<file path="config.mk">
export PLATFORM = sky130hd
export DESIGN_NAME = dual_button_press_classifier_unit
export DESIGN_NICKNAME = d
export VERILOG_FILES = /design/src/dbpc_pkg.sv /design/src/dual_button_press_classifier_unit.sv /design/src/dbpc_in_stage.sv /design/src/dbpc_core.sv /design/src/dbpc_out_stage.sv
export SDC_FILE = /design/constraint.sdc
export NUM_CORES = 1
export LEC_CHECK = 0
export ABC_AREA = 1
export BUFFER_PORTS_ARGS = -buffer_cell sky130_fd_sc_hd__buf_2
export CAP_MARGIN = 20
export CORE_MARGIN = 2
export CORE_UTILIZATION = 45
export CTS_CLUSTER_DIAMETER = 80
export DETAILED_ROUTE_END_ITERATION = 10
export SYNTH_ARGS = -nofsm -noshare
export SYNTH_HDL_FRONTEND = slang
export SYNTH_SLANG_ARGS = --single-unit
</file>
<file path="constraint.sdc">
create_clock -name clk -period 3.6 [get_ports clk]
set_input_delay 0.72 -clock clk [delete_from_list [all_inputs] [get_ports clk]]
set_output_delay 0.72 -clock clk [all_outputs]
set_load 0.02 [all_outputs]
</file>
<file path="src/dbpc_pkg.sv">
package dbpc_pkg;

  localparam int unsigned TICKS_W   = 16;
  localparam int unsigned KIND_W    = 2;
  localparam int unsigned IN_DATA_W = 8;
  localparam int unsigned OUT_DATA_W = 8;
  localparam int unsigned RES_W     = 4;
  localparam int unsigned CFG_IDX_W = 1;

  localparam logic [TICKS_W-1:0] LONG_TICKS_RST = 16'd700;
  localparam logic [TICKS_W-1:0] ELAPSED_MAX    = 16'hFFFF;

  localparam logic [CFG_IDX_W-1:0] CFG_POWER_LONG_TICKS = 1'b0;
  localparam logic [CFG_IDX_W-1:0] CFG_USER_LONG_TICKS  = 1'b1;

  typedef enum logic [KIND_W-1:0] {
    KIND_POWER_EDGE = 2'd0,
    KIND_USER_EDGE  = 2'd1,
    KIND_TICK       = 2'd2
  } kind_t;

  typedef struct packed {
    logic [KIND_W-1:0] kind;
    logic              pressed;
  } item_t;

  // packed MSB first, so power_short lands in bit 0
  typedef struct packed {
    logic user_long;
    logic user_short;
    logic power_long;
    logic power_short;
  } result_t;

endpackage

</file>
<file path="src/dual_button_press_classifier_unit.sv">
// Classifies POWER and USER button activity into short and long presses. Each input
// transfer is a button edge (kind 0 POWER, 1 USER; pressed=1 on press) or a 1 ms tick
// (kind 2); kind 3 is ignored. Every input transfer yields exactly one output transfer
// with four flags. Throughput is one transfer per clock unless out_tready stalls the
// output; input and result registers surround the state update. The user must write
// thresholds through cfg_* only while no transfer is in flight; it is not enforced.
module dual_button_press_classifier_unit (
  input  logic                                 clk,
  input  logic                                 rst_n,
  input  logic                                 in_tvalid,
  output logic                                 in_tready,
  input  logic [dbpc_pkg::IN_DATA_W-1:0]       in_tdata,   // [0] pressed, rest zero
  input  logic [dbpc_pkg::KIND_W-1:0]          in_tuser,   // [1:0] req_type
  output logic                                 out_tvalid,
  input  logic                                 out_tready,
  // [0] power_short, [1] power_long, [2] user_short, [3] user_long, rest zero
  output logic [dbpc_pkg::OUT_DATA_W-1:0]      out_tdata,
  input  logic                                 cfg_we,
  input  logic [dbpc_pkg::CFG_IDX_W-1:0]       cfg_index,
  input  logic [dbpc_pkg::TICKS_W-1:0]         cfg_wdata
);

  dbpc_pkg::item_t   item;
  dbpc_pkg::result_t res;
  logic              take;
  logic              fire;

  dbpc_in_stage u_in_stage (
    .clk       (clk),
    .rst_n     (rst_n),
    .in_tvalid (in_tvalid),
    .in_tready (in_tready),
    .in_tdata  (in_tdata),
    .in_tuser  (in_tuser),
    .take      (take),
    .item      (item),
    .fire      (fire)
  );

  dbpc_core u_core (
    .clk       (clk),
    .rst_n     (rst_n),
    .item      (item),
    .fire      (fire),
    .cfg_we    (cfg_we),
    .cfg_index (cfg_index),
    .cfg_wdata (cfg_wdata),
    .res       (res)
  );

  dbpc_out_stage u_out_stage (
    .clk        (clk),
    .rst_n      (rst_n),
    .load       (fire),
    .res        (res),
    .take       (take),
    .out_tvalid (out_tvalid),
    .out_tready (out_tready),
    .out_tdata  (out_tdata)
  );

endmodule

</file>
<file path="src/dbpc_in_stage.sv">
module dbpc_in_stage (
  input  logic                                 clk,
  input  logic                                 rst_n,
  input  logic                                 in_tvalid,
  output logic                                 in_tready,
  input  logic [dbpc_pkg::IN_DATA_W-1:0]       in_tdata,
  input  logic [dbpc_pkg::KIND_W-1:0]          in_tuser,
  input  logic                                 take,
  output dbpc_pkg::item_t                      item,
  output logic                                 fire
);

  logic                        valid_r, valid_nxt;
  logic [dbpc_pkg::KIND_W-1:0] kind_r;
  logic                        pressed_r;
  logic                        in_xfer;

  assign fire      = valid_r && take;
  assign in_tready = !valid_r || take;
  assign in_xfer   = in_tvalid && in_tready;

  always_comb begin
    valid_nxt = valid_r;
    if (in_xfer) begin
      valid_nxt = 1'b1;
    end else if (fire) begin
      valid_nxt = 1'b0;
    end
  end

  always_ff @(posedge clk) begin
    if (!rst_n) begin
      valid_r <= 1'b0;
    end else begin
      valid_r <= valid_nxt;
    end
  end

  always_ff @(posedge clk) begin
    if (in_xfer) begin
      kind_r    <= in_tuser;
      pressed_r <= in_tdata[0];
    end
  end

  assign item.kind    = kind_r;
  assign item.pressed = pressed_r;

endmodule

</file>
<file path="src/dbpc_core.sv">
module dbpc_core (
  input  logic                              clk,
  input  logic                              rst_n,
  input  dbpc_pkg::item_t                   item,
  input  logic                              fire,
  input  logic                              cfg_we,
  input  logic [dbpc_pkg::CFG_IDX_W-1:0]    cfg_index,
  input  logic [dbpc_pkg::TICKS_W-1:0]      cfg_wdata,
  output dbpc_pkg::result_t                 res
);

  logic [dbpc_pkg::TICKS_W-1:0] power_long_ticks_r;
  logic [dbpc_pkg::TICKS_W-1:0] user_long_ticks_r;

  logic user_down_r, user_down_nxt;
  logic power_cand_r, power_cand_nxt;
  logic power_supp_r, power_supp_nxt;
  logic power_long_done_r, power_long_done_nxt;
  logic user_log_down_r, user_log_down_nxt;
  logic user_long_done_r, user_long_done_nxt;
  logic [dbpc_pkg::TICKS_W-1:0] power_elapsed_r, power_elapsed_nxt;
  logic [dbpc_pkg::TICKS_W-1:0] user_elapsed_r, user_elapsed_nxt;

  logic p_short, p_long, u_short, u_long;
  logic u_end_short;
  logic [dbpc_pkg::TICKS_W-1:0] power_inc, user_inc;

  // short USER press if a logical press ends now without a long press
  assign u_end_short = user_log_down_r && !user_long_done_r;

  assign power_inc = (power_elapsed_r == dbpc_pkg::ELAPSED_MAX) ?
                     power_elapsed_r : power_elapsed_r + 16'd1;
  assign user_inc  = (user_elapsed_r == dbpc_pkg::ELAPSED_MAX) ?
                     user_elapsed_r : user_elapsed_r + 16'd1;

  always_comb begin
    user_down_nxt       = user_down_r;
    power_cand_nxt      = power_cand_r;
    power_supp_nxt      = power_supp_r;
    power_long_done_nxt = power_long_done_r;
    user_log_down_nxt   = user_log_down_r;
    user_long_done_nxt  = user_long_done_r;
    power_elapsed_nxt   = power_elapsed_r;
    user_elapsed_nxt    = user_elapsed_r;
    p_short = 1'b0;
    p_long  = 1'b0;
    u_short = 1'b0;
    u_long  = 1'b0;
    case (dbpc_pkg::kind_t'(item.kind))
      dbpc_pkg::KIND_POWER_EDGE: begin
        if (item.pressed) begin
          power_long_done_nxt = 1'b0;
          if (user_down_r) begin
            power_cand_nxt = 1'b0;
            power_supp_nxt = 1'b1;
          end else begin
            power_cand_nxt    = 1'b1;
            power_supp_nxt    = 1'b0;
            power_elapsed_nxt = '0;
          end
        end else if (!power_cand_r) begin
          if (power_supp_r && user_down_r) begin
            u_short             = u_end_short;
            user_log_down_nxt   = 1'b0;
            user_long_done_nxt  = user_log_down_r ? 1'b0 : user_long_done_r;
            user_down_nxt       = 1'b0;
          end
          power_supp_nxt = 1'b0;
        end else begin
          power_cand_nxt = 1'b0;
          if (power_supp_r || user_down_r) begin
            power_supp_nxt      = 1'b0;
            u_short             = u_end_short;
            user_log_down_nxt   = 1'b0;
            user_long_done_nxt  = user_log_down_r ? 1'b0 : user_long_done_r;
            user_down_nxt       = 1'b0;
          end else if (power_long_done_r) begin
            power_long_done_nxt = 1'b0;
          end else begin
            p_short = 1'b1;
          end
        end
      end
      dbpc_pkg::KIND_USER_EDGE: begin
        if (item.pressed) begin
          user_down_nxt = 1'b1;
          if (!user_log_down_r) begin
            user_log_down_nxt  = 1'b1;
            user_long_done_nxt = 1'b0;
            user_elapsed_nxt   = '0;
            if (power_cand_r) begin
              power_supp_nxt = 1'b1;
            end
          end
        end else begin
          user_down_nxt      = 1'b0;
          u_short            = u_end_short;
          user_log_down_nxt  = 1'b0;
          user_long_done_nxt = user_log_down_r ? 1'b0 : user_long_done_r;
        end
      end
      dbpc_pkg::KIND_TICK: begin
        if (power_cand_r) begin
          power_elapsed_nxt = power_inc;
          if (!power_supp_r && !power_long_done_r && power_inc >= power_long_ticks_r) begin
            power_long_done_nxt = 1'b1;
            p_long              = 1'b1;
          end
        end
        if (user_log_down_r) begin
          user_elapsed_nxt = user_inc;
          if (!user_long_done_r && user_inc >= user_long_ticks_r) begin
            user_long_done_nxt = 1'b1;
            u_long             = 1'b1;
          end
        end
      end
      default: begin
      end
    endcase
  end

  always_ff @(posedge clk) begin
    if (!rst_n) begin
      power_long_ticks_r <= dbpc_pkg::LONG_TICKS_RST;
      user_long_ticks_r  <= dbpc_pkg::LONG_TICKS_RST;
    end else if (cfg_we) begin
      if (cfg_index == dbpc_pkg::CFG_POWER_LONG_TICKS) begin
        power_long_ticks_r <= cfg_wdata;
      end
      if (cfg_index == dbpc_pkg::CFG_USER_LONG_TICKS) begin
        user_long_ticks_r <= cfg_wdata;
      end
    end
  end

  always_ff @(posedge clk) begin
    if (!rst_n) begin
      user_down_r       <= 1'b0;
      power_cand_r      <= 1'b0;
      power_supp_r      <= 1'b0;
      power_long_done_r <= 1'b0;
      user_log_down_r   <= 1'b0;
      user_long_done_r  <= 1'b0;
      power_elapsed_r   <= '0;
      user_elapsed_r    <= '0;
    end else if (fire) begin
      user_down_r       <= user_down_nxt;
      power_cand_r      <= power_cand_nxt;
      power_supp_r      <= power_supp_nxt;
      power_long_done_r <= power_long_done_nxt;
      user_log_down_r   <= user_log_down_nxt;
      user_long_done_r  <= user_long_done_nxt;
      power_elapsed_r   <= power_elapsed_nxt;
      user_elapsed_r    <= user_elapsed_nxt;
    end
  end

  assign res.power_short = p_short;
  assign res.power_long  = p_long;
  assign res.user_short  = u_short;
  assign res.user_long   = u_long;

  a_user_long_needs_press: assert property (@(posedge clk) disable iff (!rst_n)
    user_long_done_r |-> user_log_down_r)
    else $error("user long flag set without a logical USER press");

  a_edge_no_long: assert property (@(posedge clk) disable iff (!rst_n)
    (fire && item.kind != dbpc_pkg::KIND_TICK) |-> (!p_long && !u_long))
    else $error("long press reported on a non-tick item");

  a_tick_no_short: assert property (@(posedge clk) disable iff (!rst_n)
    (fire && item.kind == dbpc_pkg::KIND_TICK) |-> (!p_short && !u_short))
    else $error("short press reported on a tick");

  a_user_long_latched: assert property (@(posedge clk) disable iff (!rst_n)
    (fire && u_long) |=> user_long_done_r)
    else $error("user long press not latched");

endmodule

</file>
<file path="src/dbpc_out_stage.sv">
module dbpc_out_stage (
  input  logic                                clk,
  input  logic                                rst_n,
  input  logic                                load,
  input  dbpc_pkg::result_t                   res,
  output logic                                take,
  output logic                                out_tvalid,
  input  logic                                out_tready,
  output logic [dbpc_pkg::OUT_DATA_W-1:0]     out_tdata
);

  logic              valid_r, valid_nxt;
  dbpc_pkg::result_t data_r;

  assign take = !valid_r || out_tready;

  always_comb begin
    valid_nxt = valid_r;
    if (load) begin
      valid_nxt = 1'b1;
    end else if (out_tready) begin
      valid_nxt = 1'b0;
    end
  end

  always_ff @(posedge clk) begin
    if (!rst_n) begin
      valid_r <= 1'b0;
    end else begin
      valid_r <= valid_nxt;
    end
  end

  always_ff @(posedge clk) begin
    if (load) begin
      data_r <= res;
    end
  end

  assign out_tvalid = valid_r;
  assign out_tdata  = {{(dbpc_pkg::OUT_DATA_W - dbpc_pkg::RES_W){1'b0}}, data_r};

endmodule
</file>
## Yosys cells after proc, flatten, opt, wreduce, memory -nomap -nowiden

Index checks and enable logic that the tools add are counted.

| storage, ports and cells | value |
|---|---|
| logic and storage cells | 130 |
| input port bits | 32 |
| output and inout bits | 10 |
| flip-flop bits (word level) | 78 |

| operators by class | value |
|---|---|
| $lt $le $gt $ge | 2 |
| $add $sub $neg | 2 |
| bitwise logic cells | 3 |
| reduce and logical (&&, ||, !) cells | 34 |
| multiplexer cells | 52 |
| eq/ne operators | 20 |

Operator list:

| cell | count |
|---|---|
| $mux W16 | 6 |
| $pmux W16 S2 | 2 |
| $mux W1 | 39 |
| $add A16 B1 Y16 const B | 2 |
| $eq A16 B16 Y1 const B | 2 |
| $ge A16 B16 Y1 | 2 |
| $reduce_and A5 Y1 | 3 |
| $reduce_and A6 Y1 | 2 |
| $ne A2 B1 Y1 const B | 5 |
| $ne A2 B2 Y1 const B | 5 |
| $reduce_and A2 Y1 | 5 |
| $reduce_bool A2 Y1 | 5 |
| $ne A3 B3 Y1 const B | 3 |
| $pmux W1 S2 | 4 |
| $reduce_and A8 Y1 | 1 |
| $logic_and A1 B1 Y1 | 7 |
| $logic_not A1 Y1 | 5 |
| $ne A4 B4 Y1 const B | 1 |
| $reduce_or A4 Y1 | 1 |
| $logic_or A1 B1 Y1 | 3 |
| $ne A3 B1 Y1 const B | 1 |
| $ne A3 B2 Y1 const B | 1 |
| $not A1 Y1 | 3 |
| $pmux W1 S3 | 1 |
| other kinds (4) | 4 |

## Logic depth before layout (Yosys ltp)

| depth | value |
|---|---|
| word-level depth | 7 |
| depth in mapped cells | 23 |
| depth with buffers taken out | 23 |

## Cells and area by module

From an unflattened synthesis, not the netlist that was laid out.

| second synthesis, totals | value |
|---|---|
| cell total of the unflattened synthesis | 658 |
| area, all modules | 4840.9 µm² |

Modules (own cells, without submodules):

| module | area an instance (µm²) | seq. area each (µm²) | instances | cells an instance |
|---|---|---|---|---|
| dbpc_core | 4484.3 | 1381.3 | 1 | 630 |
| dbpc_out_stage | 200.2 | 140.1 | 1 | 15 |
| dbpc_in_stage | 156.4 | 110.1 | 1 | 13 |

## Least setup slack after synthesis

No wires, ideal clock.

| timing | value |
|---|---|
| path kind | flip-flop to flip-flop |
| start | register u_core.power_elapsed_r[0] in the netlist's numbering |
| end | register u_out_stage.data_r (netlist bit u_out_stage.out_tdata[1]), data pin |
| buffers on the path | 1 |
| data required time | 3.346 ns |
| setup time | 0.254 ns |
| slack | 1.248 ns |
| period minus slack after synthesis | 2.352 ns |
| data arrival time | 2.098 ns |
| cell stages (with the launch flop) | 17 |
| path through | dfxtp_1 ha_1 nand2_1 nor2_1 nand2_1 nor2_4 inv_2 buf_6 nand2_2 ha_1 a21oi_1 o21a_1 nor2_1 nor2_1 nand2_1 nand3_1 nor2_1 |

| between the ends | value |
|---|---|
| word-level cells in the longest chain between the ends | 5 |
| elaborated cells between the ends (all ways) | 6 |
| those cells by class | add/sub (1); order compare (1); eq/ne (1); mux (2); reduce/logical (1) |

RTL lines:

| what | RTL line | RTL |
|---|---|---|
| from (decl) | dbpc_core.sv:21 | `logic [dbpc_pkg::TICKS_W-1:0] power_elapsed_r, power_elapsed_nxt;` |
| from (signal assigned) | dbpc_core.sv:154 | `power_elapsed_r <= power_elapsed_nxt;` |
| $add A16 B1 Y16 / $eq A16 B16 Y1 (equally long branches) | dbpc_core.sv:32, dbpc_core.sv:31 |  |
| $mux W16 (*) | dbpc_core.sv:31 | `assign power_inc = (power_elapsed_r == dbpc_pkg::ELAPSED_MAX) ?` |
| $ge A16 B16 Y1 (*) | dbpc_core.sv:105 | `if (!power_supp_r && !power_long_done_r && power_inc >= power_long_ticks_r) begin` |
| $logic_and A1 B1 Y1 (*) | dbpc_core.sv:105 |  |
| $mux W1 (*) | dbpc_core.sv:105 |  |
| to (signal assigned) | dbpc_out_stage.sv:36 | `data_r <= res;` |
| to (decl) | dbpc_out_stage.sv:13 | `dbpc_pkg::result_t data_r;` |

Every way passes the cells marked *; elsewhere a longest branch is shown, timed or not.
A chain may end at the register's enable or synchronous reset.

## Worst setup path in the final report

Ends and elaborated chain as after synthesis.

==> results.cfg <==
[sta]
setup_tns_ns = 0
fin_worst_skew_ns = 0.00914
fmax_ghz = 0.359
hold_ws_ns = 0.469
fin_crit_sh_pct = 77.4
finalHoldViolCount = 0
fin_crit_ns = 2.79
tightest_slew_ns = 0.890
drv_slew = 0
rsz0062_at_grt = no
relSlewSlack_pct = 40.2
setup_viol = 0
setup_ws_ns = 0.812

[place]
gp_congestion = 0.902
placed_cells = 802
port_buffers = 30
pre_cts_ws_ns = 0.792
post-dp-hpwl_um = 7690

[clock_tree]
root_buffer = clkbuf_8
clk_latency_ns = 0.35
cts_tree = yes
htree_levels = 3
post_cts_resized = 0
post_cts_buffers = 0
clk_path_buf_depth = 2
cts_made_buffers = 9
path_clk_slew_ns = 0.08
cts_hold_buf = 0
clock-sinks = 78

[critical_path]
crit_arrival_ns = 2.89
worst_ep_required_time_ns = 3.71
end_kind = flip-flop
worst-setup-path-type = flip-flop to flip-flop
crit_fanout = 11
startpoint_type = flip-flop

[synthesis]
synth.distinct_cells = 44
synth_top_area_share_pct = 30.0
synthFlopType = dfxtp_1
yosysSeqAreaShare_pct = 34.5
syn_inst = 653
yosysTopAreaCell = dfxtp_1
syn_area_um2 = 4730
netlist_top_cells_area = dfxtp_1 (30%), nand2_1 (12%), ha_1 (10%)
netlist_top_cells_count = nand2_1 (150), inv_1 (86), a21oi_1 (76)
ys_ff_latch = 78
synth.most_common_cell = nand2_1
avgSynthCellArea_um2 = 7.25
ys_async_sr_fraction_pct = 0
yosys_warnings = 0
synth-edff-count = 7

[route]
finalWirelength_um = 10100
vias_per_cell = 4.94
wl_met3_um = 255
top_layer = met4
first_pass_iters = 5
via_count = 4038
wl_met2_um = 4680
wire_per_inst_um = 12.4
wl_met1_um = 5040
ant_nets = 0
drc = 0
drt_iter0_drc = 225

[grt]
grt_pass1_wl_um = 17100
grt_pass1_vias = 3738
grt.total_usage_pct = 18.7
grt_max_degree = 37
antenna_found_initial = 0
grt-ovfl-total = 0

[finish]
fin_cells = 818
area_growth_pct = 9.54
final_util_pct = 50.5
finalNetCount = 747
drive_gt1_share_pct = 12.5
antenna_cells = 0

[floorplanning]
start_util_pct = 46.1
die_h_um = 107
core-area_um2 = 10300
die-area_um2 = 11400
io_pins = 42
die_x_um = 107
rows = 37

[job]
max_cap_violations = 0

[min_path]
holdCritPathClass = flip-flop to flip-flop

[run_status]
status = finished, final reports clean

[power_and_ir_drop]
p_leak_nw = 2.30
p_per_area_nw_per_um2 = 358
peakVddDrop_uv = 162
==> worst max-delay path: stages (launching register included) <==
cell	delay, ns
dfxtp_1	0.44
ha_1	0.21
nand2_1	0.07
nor2_1	0.22
nand2_1	0.16
nor2_4	0.18
inv_2	0.16
o21ai_0	0.18
ha_1	0.31
a21oi_1	0.15
o21a_1	0.12
nand3_1	0.09
nand2_1	0.07
nand2_1	0.07
nand3_1	0.07
nor2_1	0.04
==> logic make-up (layout without fill, tap and decap cells) <==
family          after synthesis  count (layout)  synth area share [%]
compound gates              141             141                  17.2
xor+xnor                     18              18                  3.33
fa+ha+maj                    38              38                  10.0
buf+inv                     116             142                  10.2
flops                        78              78                  34.5
other cells                   1               4                0.0792
simple gates                261             261                  24.7
==> sequential cells by signal (all words and copies together), names as in the netlist <==
register	count
u_core.power_cand_r	1
u_core.power_elapsed_r	16
u_core.power_long_done_r	1
u_core.power_long_ticks_r	16
u_core.power_supp_r	1
u_core.user_down_r	1
u_core.user_elapsed_r	16
u_core.user_long_done_r	1
u_core.user_long_ticks_r	16
u_in_stage.kind_r	2
u_in_stage.pressed_r	1
u_in_stage.valid_r	1
u_out_stage.out_tdata	4
u_out_stage.out_tvalid	1
==> cell usage in the layout (no fill, tap or decap), types with 7 or more instances in the layout <==
cell type / n
nand2_1: 150
inv_1: 86
a21oi_1: 76
dfxtp_1: 71
nor2_1: 43
ha_1: 38
o21ai_0: 33
buf_2: 30
nand3_1: 19
xor2_1: 16
nand4_1: 12
o211ai_1: 12
nor3_1: 11
nand2_2: 10
clkbuf_8: 9
edfxtp_1: 7
==> worst paths after layout <==
kind	from	end	slack (ns)	depth (start not counted)
max	u_core.power_elapsed_r[0]$_SDFFE_PN0P_	u_out_stage.out_tdata[1]$_SDFFCE_PN0P_	0.81	15
min	u_core.power_long_ticks_r[11]$_SDFFE_PN0P_	u_core.power_long_ticks_r[11]$_SDFFE_PN0P_	0.47	2
max reg2reg	u_core.power_elapsed_r[0]$_SDFFE_PN0P_	u_out_stage.out_tdata[1]$_SDFFCE_PN0P_	0.81	15
min reg2reg	u_core.power_long_ticks_r[11]$_SDFFE_PN0P_	u_core.power_long_ticks_r[11]$_SDFFE_PN0P_	0.47	2
==> power by group <==
part           total, W  internal [W]  switching [W]
clock network  0.000770      0.000458       0.000312
registers      0.000917      0.000905      0.0000119
logic          0.000166     0.0000538       0.000113
==> layout make-up <==
cell class | instances | area (um^2)
repair buffers | 32 | 165
clock buffers | 11 | 131
fillers | 1042 | 5090
flip-flops and latches | 78 | 1630
multi-input cells | 462 | 2630
clock inverters | 5 | 98.8
inverters | 94 | 355
well taps | 136 | 170
==> layer usage <==
metal  GRT usage, %  vias up
met2           31.1       55
met4           7.33        0
met3           2.82       16
met5              0        -
li1               -     2169
met1           24.2     1798
==> metrics by stage <==
step | total power (W) | area (um^2)
4_1_cts | 0.00187 | 5180
3_3_place_gp | 0.00110 | 4950
2_1_floorplan | 0.00106 | 4740
6_report | 0.00185 | 5180
3_5_place_dp | 0.00110 | 4950
5_1_grt | 0.00193 | 5180
Note: power is estimated with default switching activity, not from simulation.
